[src/rtl/core/fgcc_pkg.sv]
// ----------------------------------------------------------------------------
// Frost-guarded cooling control package
// Shared types, register indexes, mode codes and reset values for the
// frost-guarded cooling controller.
// ----------------------------------------------------------------------------
`default_nettype none

package fgcc_pkg;

  // Default design parameters.
  localparam int DEBOUNCE_SAMPLES_DEF = 5;
  localparam int WARMUP_BITS_DEF      = 16;

  // Configuration port geometry.
  localparam int CFG_IDX_W  = 3;
  localparam int CFG_DATA_W = 16;

  // Field widths.
  localparam int TEMP_W = 12;
  localparam int BAND_W = 9;
  localparam int TICK_W = 16;

  // Configuration register indexes.
  typedef enum logic [CFG_IDX_W-1:0] {
    REG_CONTROL_MODE  = 3'd0,
    REG_MANUAL_PUMP   = 3'd1,
    REG_MANUAL_FAN    = 3'd2,
    REG_FROST_LIMIT   = 3'd3,
    REG_WARMUP_TICKS  = 3'd4,
    REG_ROOM_SETPOINT = 3'd5,
    REG_BAND_HIGH     = 3'd6,
    REG_BAND_LOW      = 3'd7
  } cfg_idx_t;

  // Control modes.
  typedef enum logic [1:0] {
    MODE_OFF    = 2'd0,
    MODE_MANUAL = 2'd1,
    MODE_THERMO = 2'd2,
    MODE_REMOTE = 2'd3
  } mode_t;

  // Register reset values.
  localparam mode_t              MODE_RST          = MODE_THERMO;
  localparam logic signed [11:0] FROST_LIMIT_RST   = 12'sd450;
  localparam logic [15:0]        WARMUP_TICKS_RST  = 16'd600;
  localparam logic signed [11:0] ROOM_SETPOINT_RST = 12'sd650;
  localparam logic [8:0]         BAND_HIGH_RST     = 9'd20;
  localparam logic [8:0]         BAND_LOW_RST      = 9'd20;

  // One control sample.
  typedef struct packed {
    logic signed [TEMP_W-1:0] coil_temp;
    logic signed [TEMP_W-1:0] room_temp;
    logic                     thermostat_call;
    logic                     unit_led_on;
  } in_item_t;

  // One result.
  typedef struct packed {
    logic              pump_on;
    logic              fan_on;
    logic              frost_detected;
    logic              frost_fault;
    logic              cool_enabled;
    logic [TICK_W-1:0] warmup_left;
  } out_item_t;

  // Frost protection status handed to the relay logic and the result.
  typedef struct packed {
    logic              frost_seen;
    logic              fault;
    logic              cool;
    logic [TICK_W-1:0] warmup_left;
  } frost_sts_t;

endpackage

`default_nettype wire

[src/rtl/core/fgcc_frost.sv]
// ----------------------------------------------------------------------------
// Frost detector and warm-up timer
// Debounces the coil frost condition, latches the frost fault and runs the
// warm-up countdown that gates re-enabling of cooling.
// ----------------------------------------------------------------------------
`default_nettype none

module fgcc_frost #(
  parameter int DEBOUNCE_SAMPLES = fgcc_pkg::DEBOUNCE_SAMPLES_DEF,
  parameter int WARMUP_BITS      = fgcc_pkg::WARMUP_BITS_DEF
) (
  input  wire logic                               clk,
  input  wire logic                               rst_n,
  input  wire logic                               step,
  input  wire logic signed [fgcc_pkg::TEMP_W-1:0] coil_temp,
  input  wire logic signed [fgcc_pkg::TEMP_W-1:0] frost_limit,
  input  wire logic        [fgcc_pkg::TICK_W-1:0] warmup_ticks,
  output fgcc_pkg::frost_sts_t                     sts_nxt
);

  localparam int DBW = $clog2(DEBOUNCE_SAMPLES + 1);
  localparam logic [DBW-1:0] DEB_SEED = DBW'(DEBOUNCE_SAMPLES);

  logic [DBW-1:0]         deb_cnt_r, deb_cnt_nxt, deb_dec;
  logic                   last_frost_r;
  logic                   seen_r, seen_nxt;
  logic                   fault_r, fault_nxt;
  logic                   cool_r, cool_nxt;
  logic                   retry_r, retry_nxt;
  logic [WARMUP_BITS-1:0] warm_r, warm_nxt, warm_load;
  logic                   frost;
  logic [WARMUP_BITS+15:0] ticks_ext, left_ext;

  // Raw frost condition and warm-up length fitted to the counter width.
  assign frost     = coil_temp <= frost_limit;
  assign ticks_ext = {{WARMUP_BITS{1'b0}}, warmup_ticks};
  assign warm_load = ticks_ext[WARMUP_BITS-1:0];

  // Debounce, then fault and warm-up handling for this sample.
  always_comb begin
    seen_nxt  = seen_r;
    fault_nxt = fault_r;
    cool_nxt  = cool_r;
    retry_nxt = retry_r;
    warm_nxt  = warm_r;
    deb_dec   = deb_cnt_r;

    if (deb_cnt_r != '0) begin
      deb_dec = deb_cnt_r - 1'b1;
      if (deb_dec == '0) begin
        if (frost) begin
          fault_nxt = 1'b1;
          seen_nxt  = 1'b1;
        end else begin
          seen_nxt = 1'b0;
        end
      end
    end
    deb_cnt_nxt = (last_frost_r != frost) ? DEB_SEED : deb_dec;

    if (seen_nxt) begin
      if (!retry_r) begin
        cool_nxt = 1'b0;
      end
      retry_nxt = 1'b1;
      warm_nxt  = warm_load;
    end else if (!retry_r || warm_r == '0) begin
      retry_nxt = 1'b0;
      warm_nxt  = '0;
      if (!cool_r) begin
        cool_nxt  = 1'b1;
        fault_nxt = 1'b0;
      end
    end else begin
      warm_nxt = warm_r - 1'b1;
    end
  end

  // The reported count is the counter seen through a 16-bit window.
  assign left_ext = {16'd0, warm_nxt};

  assign sts_nxt.frost_seen  = seen_nxt;
  assign sts_nxt.fault       = fault_nxt;
  assign sts_nxt.cool        = cool_nxt;
  assign sts_nxt.warmup_left = retry_nxt ? left_ext[15:0] : 16'd0;

  // State advances once per accepted sample.
  always_ff @(posedge clk) begin
    if (!rst_n) begin
      deb_cnt_r    <= '0;
      last_frost_r <= 1'b0;
      seen_r       <= 1'b0;
      fault_r      <= 1'b0;
      cool_r       <= 1'b0;
      retry_r      <= 1'b0;
      warm_r       <= '0;
    end else if (step) begin
      deb_cnt_r    <= deb_cnt_nxt;
      last_frost_r <= frost;
      seen_r       <= seen_nxt;
      fault_r      <= fault_nxt;
      cool_r       <= cool_nxt;
      retry_r      <= retry_nxt;
      warm_r       <= warm_nxt;
    end
  end

endmodule

`default_nettype wire

[src/rtl/core/fgcc_relay.sv]
// ----------------------------------------------------------------------------
// Pump and fan relay logic
// Drives the pump and fan relays from the control mode, the thermostat
// demand, the remote hysteresis band and the frost fault.
// ----------------------------------------------------------------------------
`default_nettype none

module fgcc_relay (
  input  wire logic                               clk,
  input  wire logic                               rst_n,
  input  wire logic                               step,
  input  wire fgcc_pkg::mode_t                    mode,
  input  wire logic                               manual_pump,
  input  wire logic                               manual_fan,
  input  wire logic                               fault,
  input  wire logic signed [fgcc_pkg::TEMP_W-1:0] room_temp,
  input  wire logic                               thermostat_call,
  input  wire logic                               unit_led_on,
  input  wire logic signed [fgcc_pkg::TEMP_W-1:0] room_setpoint,
  input  wire logic        [fgcc_pkg::BAND_W-1:0] band_high,
  input  wire logic        [fgcc_pkg::BAND_W-1:0] band_low,
  output logic                                    pump_nxt,
  output logic                                    fan_nxt
);

  localparam int SW = fgcc_pkg::TEMP_W + 2;

  logic                 pump_r;
  logic                 demand, pump_mid;
  logic signed [SW-1:0] room_ext, sp_ext, on_thr, off_thr;

  // Hysteresis thresholds in a width that cannot overflow.
  assign room_ext = SW'(room_temp);
  assign sp_ext   = SW'(room_setpoint);
  assign on_thr   = sp_ext + $signed({{(SW-fgcc_pkg::BAND_W){1'b0}}, band_high});
  assign off_thr  = sp_ext - $signed({{(SW-fgcc_pkg::BAND_W){1'b0}}, band_low});
  assign demand   = thermostat_call && unit_led_on;

  // Relay commands for this sample.
  always_comb begin
    pump_mid = pump_r;
    pump_nxt = 1'b0;
    fan_nxt  = 1'b0;
    case (mode)
      fgcc_pkg::MODE_MANUAL: begin
        pump_nxt = manual_pump;
        fan_nxt  = manual_fan;
      end
      fgcc_pkg::MODE_THERMO: begin
        pump_nxt = demand && !fault;
        fan_nxt  = demand || fault;
      end
      fgcc_pkg::MODE_REMOTE: begin
        fan_nxt = 1'b1;
        if (!fault && !pump_r && room_ext >= on_thr) begin
          pump_mid = 1'b1;
        end
        // Turn-off check sees a turn-on from the same sample.
        if (fault || (pump_mid && room_ext <= off_thr)) begin
          pump_nxt = 1'b0;
        end else begin
          pump_nxt = pump_mid;
        end
      end
      default: begin
        pump_nxt = 1'b0;
        fan_nxt  = 1'b0;
      end
    endcase
  end

  // Pump state advances once per accepted sample; only the pump uses history.
  always_ff @(posedge clk) begin
    if (!rst_n) begin
      pump_r <= 1'b0;
    end else if (step) begin
      pump_r <= pump_nxt;
    end
  end

endmodule

`default_nettype wire

[src/rtl/core/frost_guarded_cooling_control.sv]
// ----------------------------------------------------------------------------
// Frost-guarded cooling control
// Per-sample frost debounce, fault latch with warm-up retry, and pump and
// fan relay control for a room air conditioner.
// ----------------------------------------------------------------------------
//
// Channel   Direction  Ports                          Payload
// in        in         in_valid, in_stall, in_data    fgcc_pkg::in_item_t
// out       out        out_valid, out_stall, out_data fgcc_pkg::out_item_t
// cfg       in         cfg_we, cfg_idx, cfg_wdata     register write, no wait
//
// A request is taken into the input register; its result is computed there
// and loaded into the output register once that is free or being taken,
// one request per cycle sustained while the output is not stalled.
// A stalled output holds its result; the input register still takes a new
// request while the output is free or is being taken.
// Reset is synchronous and active low and clears all control state.
// ----------------------------------------------------------------------------
`default_nettype none

module frost_guarded_cooling_control #(
  parameter int DEBOUNCE_SAMPLES = fgcc_pkg::DEBOUNCE_SAMPLES_DEF,
  parameter int WARMUP_BITS      = fgcc_pkg::WARMUP_BITS_DEF
) (
  input  wire logic                                 clk,
  input  wire logic                                 rst_n,
  input  wire logic                                 in_valid,
  output logic                                      in_stall,
  input  wire fgcc_pkg::in_item_t                   in_data,
  output logic                                      out_valid,
  input  wire logic                                 out_stall,
  output fgcc_pkg::out_item_t                        out_data,
  input  wire logic                                 cfg_we,
  input  wire logic [fgcc_pkg::CFG_IDX_W-1:0]       cfg_idx,
  input  wire logic [fgcc_pkg::CFG_DATA_W-1:0]      cfg_wdata
);

  // Configuration registers.
  fgcc_pkg::mode_t                        mode_r;
  logic                                   man_pump_r;
  logic                                   man_fan_r;
  logic signed [fgcc_pkg::TEMP_W-1:0]     frost_limit_r;
  logic        [fgcc_pkg::TICK_W-1:0]     warmup_ticks_r;
  logic signed [fgcc_pkg::TEMP_W-1:0]     setpoint_r;
  logic        [fgcc_pkg::BAND_W-1:0]     band_high_r;
  logic        [fgcc_pkg::BAND_W-1:0]     band_low_r;

  // Pipeline registers.
  logic                 a_vld_r;
  fgcc_pkg::in_item_t   a_data_r;
  fgcc_pkg::out_item_t  out_data_r;
  logic                 out_vld_r;

  logic                 step;
  fgcc_pkg::frost_sts_t sts_nxt;
  logic                 pump_nxt, fan_nxt;

  // Advance the held request when the output register is free or emptying.
  assign step     = a_vld_r && (!out_vld_r || !out_stall);
  assign in_stall = a_vld_r && !step;

  assign out_valid = out_vld_r;
  assign out_data  = out_data_r;

  // Input register.
  always_ff @(posedge clk) begin
    if (!rst_n) begin
      a_vld_r <= 1'b0;
    end else if (!in_stall) begin
      a_vld_r <= in_valid;
    end
    if (!in_stall && in_valid) begin
      a_data_r <= in_data;
    end
  end

  // Frost detector and warm-up timer.
  fgcc_frost #(
    .DEBOUNCE_SAMPLES (DEBOUNCE_SAMPLES),
    .WARMUP_BITS      (WARMUP_BITS)
  ) u_frost (
    .clk          (clk),
    .rst_n        (rst_n),
    .step         (step),
    .coil_temp    (a_data_r.coil_temp),
    .frost_limit  (frost_limit_r),
    .warmup_ticks (warmup_ticks_r),
    .sts_nxt      (sts_nxt)
  );

  // Relay logic sees the fault as updated by this sample.
  fgcc_relay u_relay (
    .clk             (clk),
    .rst_n           (rst_n),
    .step            (step),
    .mode            (mode_r),
    .manual_pump     (man_pump_r),
    .manual_fan      (man_fan_r),
    .fault           (sts_nxt.fault),
    .room_temp       (a_data_r.room_temp),
    .thermostat_call (a_data_r.thermostat_call),
    .unit_led_on     (a_data_r.unit_led_on),
    .room_setpoint   (setpoint_r),
    .band_high       (band_high_r),
    .band_low        (band_low_r),
    .pump_nxt        (pump_nxt),
    .fan_nxt         (fan_nxt)
  );

  // Output register.
  always_ff @(posedge clk) begin
    if (!rst_n) begin
      out_vld_r <= 1'b0;
    end else if (step) begin
      out_vld_r <= 1'b1;
    end else if (!out_stall) begin
      out_vld_r <= 1'b0;
    end
    if (step) begin
      out_data_r.pump_on        <= pump_nxt;
      out_data_r.fan_on         <= fan_nxt;
      out_data_r.frost_detected <= sts_nxt.frost_seen;
      out_data_r.frost_fault    <= sts_nxt.fault;
      out_data_r.cool_enabled   <= sts_nxt.cool;
      out_data_r.warmup_left    <= sts_nxt.warmup_left;
    end
  end

  // Configuration writes; manual commands drop whenever a sample runs outside
  // manual mode.
  always_ff @(posedge clk) begin
    if (!rst_n) begin
      mode_r         <= fgcc_pkg::MODE_RST;
      man_pump_r     <= 1'b0;
      man_fan_r      <= 1'b0;
      frost_limit_r  <= fgcc_pkg::FROST_LIMIT_RST;
      warmup_ticks_r <= fgcc_pkg::WARMUP_TICKS_RST;
      setpoint_r     <= fgcc_pkg::ROOM_SETPOINT_RST;
      band_high_r    <= fgcc_pkg::BAND_HIGH_RST;
      band_low_r     <= fgcc_pkg::BAND_LOW_RST;
    end else begin
      if (step && mode_r != fgcc_pkg::MODE_MANUAL) begin
        man_pump_r <= 1'b0;
        man_fan_r  <= 1'b0;
      end
      if (cfg_we) begin
        case (fgcc_pkg::cfg_idx_t'(cfg_idx))
          fgcc_pkg::REG_CONTROL_MODE:  mode_r <= fgcc_pkg::mode_t'(cfg_wdata[1:0]);
          fgcc_pkg::REG_MANUAL_PUMP:   man_pump_r <= cfg_wdata[0];
          fgcc_pkg::REG_MANUAL_FAN:    man_fan_r <= cfg_wdata[0];
          fgcc_pkg::REG_FROST_LIMIT:   frost_limit_r <= $signed(cfg_wdata[11:0]);
          fgcc_pkg::REG_WARMUP_TICKS:  warmup_ticks_r <= cfg_wdata[15:0];
          fgcc_pkg::REG_ROOM_SETPOINT: setpoint_r <= $signed(cfg_wdata[11:0]);
          fgcc_pkg::REG_BAND_HIGH:     band_high_r <= cfg_wdata[8:0];
          fgcc_pkg::REG_BAND_LOW:      band_low_r <= cfg_wdata[8:0];
          default: begin
          end
        endcase
      end
    end
  end

  // Cooling is never enabled while the frost fault is latched.
  a_cool_no_fault: assert property (@(posedge clk) disable iff (!rst_n)
    out_valid |-> !(out_data.cool_enabled && out_data.frost_fault))
    else $error("cooling enabled with frost fault latched");

  // A running warm-up only exists under a latched fault.
  a_warmup_fault: assert property (@(posedge clk) disable iff (!rst_n)
    out_valid && out_data.warmup_left != 16'd0 |-> out_data.frost_fault)
    else $error("warm-up running without frost fault");

  // Outside manual mode the pump never runs under a fault.
  a_pump_fault: assert property (@(posedge clk) disable iff (!rst_n)
    out_valid && out_data.pump_on && mode_r != fgcc_pkg::MODE_MANUAL
      |-> !out_data.frost_fault)
    else $error("pump on during frost fault");

  // The input side only stalls while a request is held.
  a_stall_held: assert property (@(posedge clk) disable iff (!rst_n)
    in_stall |-> a_vld_r && out_vld_r && out_stall)
    else $error("input stalled without a held request");

endmodule

`default_nettype wire
[config.mk]
export PLATFORM = sky130hd
export DESIGN_NAME = frost_guarded_cooling_control
export DESIGN_NICKNAME = d
export VERILOG_FILES = /design/src/rtl/core/fgcc_pkg.sv /design/src/rtl/core/fgcc_frost.sv /design/src/rtl/core/fgcc_relay.sv /design/src/rtl/core/frost_guarded_cooling_control.sv
export SDC_FILE = /design/constraint.sdc
export NUM_CORES = 1
export LEC_CHECK = 0
export BUFFER_PORTS_ARGS = -buffer_cell sky130_fd_sc_hd__buf_4
export CORE_UTILIZATION = 50
export CTS_BUF_LIST = sky130_fd_sc_hd__clkbuf_16
export DETAILED_ROUTE_END_ITERATION = 6
export PLACE_DENSITY = 0.69
export SLEW_MARGIN = 20
export SYNTH_ARGS = -nofsm -noshare
export SYNTH_HDL_FRONTEND = slang
export SYNTH_HIERARCHICAL = 1
export SYNTH_SLANG_ARGS = --single-unit
[constraint.sdc]
create_clock -name clk -period 10.7 [get_ports clk]
set_input_delay 3.21 -clock clk [delete_from_list [all_inputs] [get_ports clk]]
set_output_delay 3.21 -clock clk [all_outputs]
set_load 0.1 [all_outputs]
==> impl_summary.txt <==
----------------------------------------------------
[Status]
  Outcome ... complete, no violations

[Synthesis]
  Asr flop ratio synth ... 0%
  Number of distinct library cell variants in the gate-level netlist after synthesis ... 80
  Mean instance size in the synthesized netlist ... 9.32 µm²
  Top-area cell type share of the netlist area ... 23.8%
  Syn. warnings ... 6
  Largest cells by area after synthesis ... dfxtp_1 24%, edfxtp_1 19%, ha_1 10%, nand2_1 8.0%, a21boi_1 2.8%
  Syn nets ... 917
  Post-synthesis cell count ... 804
  Ys flop type ... dfxtp_1
  Count of flip-flops with a built-in enable after synthesis ... 47
  Library cell occupying the most area in the post-synthesis netlist ... dfxtp_1
  Register area share after synthesis ... 42.6%
  Post-synthesis register bit count ... 136
  Cell area after synthesis ... 0.00749 mm²

[Global route]
  Pin count of the biggest net entering global routing ... 92
  First-pass GRT wire length ... 28.0 mm
  Antenna violations before repair ... 0
  Total global routing overflow ... 0
  Overall Global Routing Usage ... 22.8%
  Via count of the first global-routing pass ... 5711

[Clocking]
  Num Clock Sinks ... 136
  Post-CTS Hold Fix Bufs ... 0
  Total CTS buffers ... 17
  Clock latency reported for the late side of the worst-skew pair ... 0.44 ns
  TritonCTS clock tree ... yes
  Buffer levels on the longest clock path ... 2
  Worst-path clk slew ... 0.07 ns
  Resized cells post-CTS ... 0
  Setup Fix Bufs, Post-CTS ... 0
  Root buffer selected by CTS ... clkbuf_16
  H-tree Lvls ... 4

[Setup path]
  Delay of the slowest cell on the worst path ... 0.31 ns
  Buffer and inverter count on the worst path ... 2
  End of the worst register-to-register path ... out_data[20]$_DFFE_PP_
  Crit path max-delay family ... buffers and inverters
  Instance count on the critical path ... 3
  Required time worst endpoint ... 7.49 ns
  Setup crit start kind ... input pin
  Maximum fanout along the worst path ... 3
  Data arrival time of the worst path ... 3.85 ns
  R2r setup slk ... 6.96 ns
  Kind of end point of the critical path ... output pin
  Termination of the worst setup path ... in_stall
  Worst setup path category ... in2out
  Number of cells traversed by the worst register-to-register path ... 16
  Most numerous cell on the critical path ... buf_4
  Cell Chain, Critical Path ... buf_4 -> and3_1 -> buf_4
  Cell type of the slowest stage on the worst timing path ... buf_4
  Launch instance of the worst register-to-register path ... setpoint_r[0]$_SDFFE_PN0P_
  Launch point of the worst path ... out_stall

[Timing]
  Setup repair after global routing missed its margin ... no
  Final setup viols ... 0
  Timing-limited maximum frequency ... 142 MHz
  Minimum period implied by the final worst setup slack ... 7.06 ns
  Slew Limit Fails ... 0
  Final critical-path share of the clock period ... 66.0%
  Fin. Hold Viols ... 0
  Total Neg Setup Slack ... 0 ns
  Layout Skew ... 0.0143 ns
  Worst slew pin tran ... 1.06 ns
  Worst slew margin ... 29.6%

[Die]
  Die footprint ... 0.0155 mm²
  Boundary pin count ... 73
  Site Rows ... 44
  Placeable core region ... 0.0146 mm²
  Starting density of the core ... 51.4%
  Die boundary width ... 124 µm
  Vertical die dimension ... 124 µm

[Cells and area]
  Register area ... 0.00319 mm²
  Total area of multi-input combinational cells ... 0.00391 mm²
  Number of fill cells ... 1226
  Post-layout nets ... 970
  Core Util, Final ... 59.1%
  Layout overhead on the synthesized area ... 15.0%
  Antenna cell count ... 0
  Ratio of cells with drive above 1 in the final layout ... 14.8%

[Power]
  Worst vdd ir ... 111 µV
  Internal ... 0.943 mW
  Portion of total power attributed to combinational logic ... 13.3%
  Fraction of power consumed by the clock network ... 42.7%
  Sw Ratio ... 27.4%
  Switching power total ... 0.356 mW
  Total power divided by cell area ... 151 mW/mm²
  LEAKAGE ... 3.58 nW
  Sequential group share of total power ... 43.9%

[Placed design]
  Gpl congestion ... 0.829
  Half-perimeter wire length of the detailed placement result ... 12.3 mm
  Count of input and output buffers ... 72

[Route]
  1st-pass router iterations ... 5
  Via total after detailed routing ... 5976
  Routed wire per std cell ... 16.2 µm
  Number of DRC markers after the initial detailed-route iteration ... 409
  Number of DRC violations after detailed routing ... 0
  Total wire length ... 17.0 mm
  Number of nets still failing antenna checks after routing ... 0
  Drt via density ... 5.67

[Hold path]
  Tightest Hold Check Type ... reg2reg

[Run]
  Number of violations of the max-capacitance limit ... 0

----------------------------------------------------
==> placed cells by master (no fill, tap or decap), types with 5 or more instances in the layout <==
| master | instances |
|---|---|
| a211oi_1 | 5 |
| a21boi_0 | 17 |
| a21boi_1 | 28 |
| a21o_1 | 6 |
| a21oi_1 | 23 |
| a31oi_1 | 12 |
| and3_1 | 5 |
| buf_4 | 74 |
| clkbuf_16 | 17 |
| clkinvlp_4 | 5 |
| dfxtp_1 | 89 |
| edfxtp_1 | 47 |
| ha_1 | 61 |
| inv_1 | 48 |
| nand2_1 | 159 |
| nand2b_1 | 5 |
| nand3_1 | 30 |
| nand4_1 | 11 |
| nor2_1 | 25 |
| nor2b_1 | 9 |
| nor3_1 | 16 |
| o211ai_1 | 8 |
| o21a_1 | 5 |
| o21ai_0 | 36 |
| o22ai_1 | 5 |
| xnor2_1 | 15 |
| xor2_1 | 12 |
==> routing by layer <==
layer	wire [µm]	track usage (%)	part of all wire (%)	vias to the layer above
met5	0	0	0	-
met4	279	8.22	1.6	0
met2	7920	36.1	46	184
li1	-	-	-	2960
met3	1010	5.33	5.9	24
met1	7840	30.3	46	2808
==> worst register-to-register path, delay by kind of cell (launching register included) <==
family / cells / cell delay [ns]
AO/OA/AOI/OAI: 6 / 1.19
AND/OR/NAND/NOR: 6 / 1.12
adder cells (fa/ha/maj): 3 / 0.77
flip-flops: 1 / 0.36
buffers and inverters: 1 / 0.06
==> Yosys cell counts (10+ instances only) <==
cell / n
a21boi_0: 18
a21boi_1: 28
a21oi_1: 23
a31oi_1: 12
clkbuf_1: 16
dfxtp_1: 89
edfxtp_1: 47
ha_1: 61
inv_1: 47
nand2_1: 159
nand3_1: 30
nand4_1: 11
nor2_1: 25
nor2b_1: 10
nor3_1: 16
o21ai_0: 36
xnor2_1: 15
xor2_1: 12
==> final cells by class <==
class                           count  share of cell area (%)
Multi-Input combinational cell    581                    45.4
Inverter                           47                    2.05
Clock inverter                     15                    1.49
Sequential cell                   136                    37.0
Tap cell                          184                    2.67
Clock buffer                       17                    4.93
Timing Repair Buffer               74                    6.44
==> cell families (layout without fill, tap and decap cells) <==
kind of cell	count (synthesis)	count (layout)	share of synthesized area [%]
AOI/OAI and AO/OA	183	183	17.5
buffers and inverters	87	153	5.38
and+or+nand+nor	303	303	19.9
adders and majority gates	63	63	10.7
DFF	136	136	42.6
xor gates and xnor gates	27	27	3.16
muxes	5	5	0.768
==> through the flow <==
stage	area [µm²]	instances	setup slack (ns)	hold slack, ns	total power [mW]
2_1_floorplan	7490	804	3.47	0.435	0.704
3_3_place_gp	8070	1022	3.66	0.446	0.747
3_5_place_dp	8070	1022	3.65	0.451	0.753
4_1_cts	8620	1054	3.65	0.459	1.31
5_1_grt	8620	1054	3.61	0.480	1.35
6_report	8620	1054	3.64	0.457	1.30
==> power groups by stage <==
stage               Clock, mW  Sequential, mW  Combinational, mW
CTS                     0.564           0.571              0.173
global route            0.589           0.573              0.190
global placement            0           0.581              0.166
finish                  0.555           0.571              0.173
detailed placement          0           0.582              0.171
floorplan                   0           0.600              0.104
==> worst min path at each step <==
stage                                  start                             to  slack (ns)  cells past startpoint
6_report       frost_limit_r[3]$_SDFFE_PN0P_  frost_limit_r[3]$_SDFFE_PN0P_        0.46                      2
5_1_grt           band_low_r[3]$_SDFFE_PN0P_     band_low_r[3]$_SDFFE_PN0P_        0.48                      2
4_1_cts           band_low_r[6]$_SDFFE_PN0P_     band_low_r[6]$_SDFFE_PN0P_        0.46                      2
3_5_place_dp      band_low_r[6]$_SDFFE_PN0P_     band_low_r[6]$_SDFFE_PN0P_        0.45                      2
3_3_place_gp   frost_limit_r[4]$_SDFFE_PN0P_  frost_limit_r[4]$_SDFFE_PN0P_        0.45                      2
2_1_floorplan     band_low_r[3]$_SDFFE_PN0P_     band_low_r[3]$_SDFFE_PN0P_        0.44                      2
==> registers in the layout (all words and copies together) (netlist names), 9 cells and up <==
name / flops
a_data_r: 26
band_high_r: 9
band_low_r: 9
frost_limit_r: 12
out_data: 21
setpoint_r: 12
u_frost/warm_r: 16
warmup_ticks_r: 16
(Power assumes the default switching activity.)
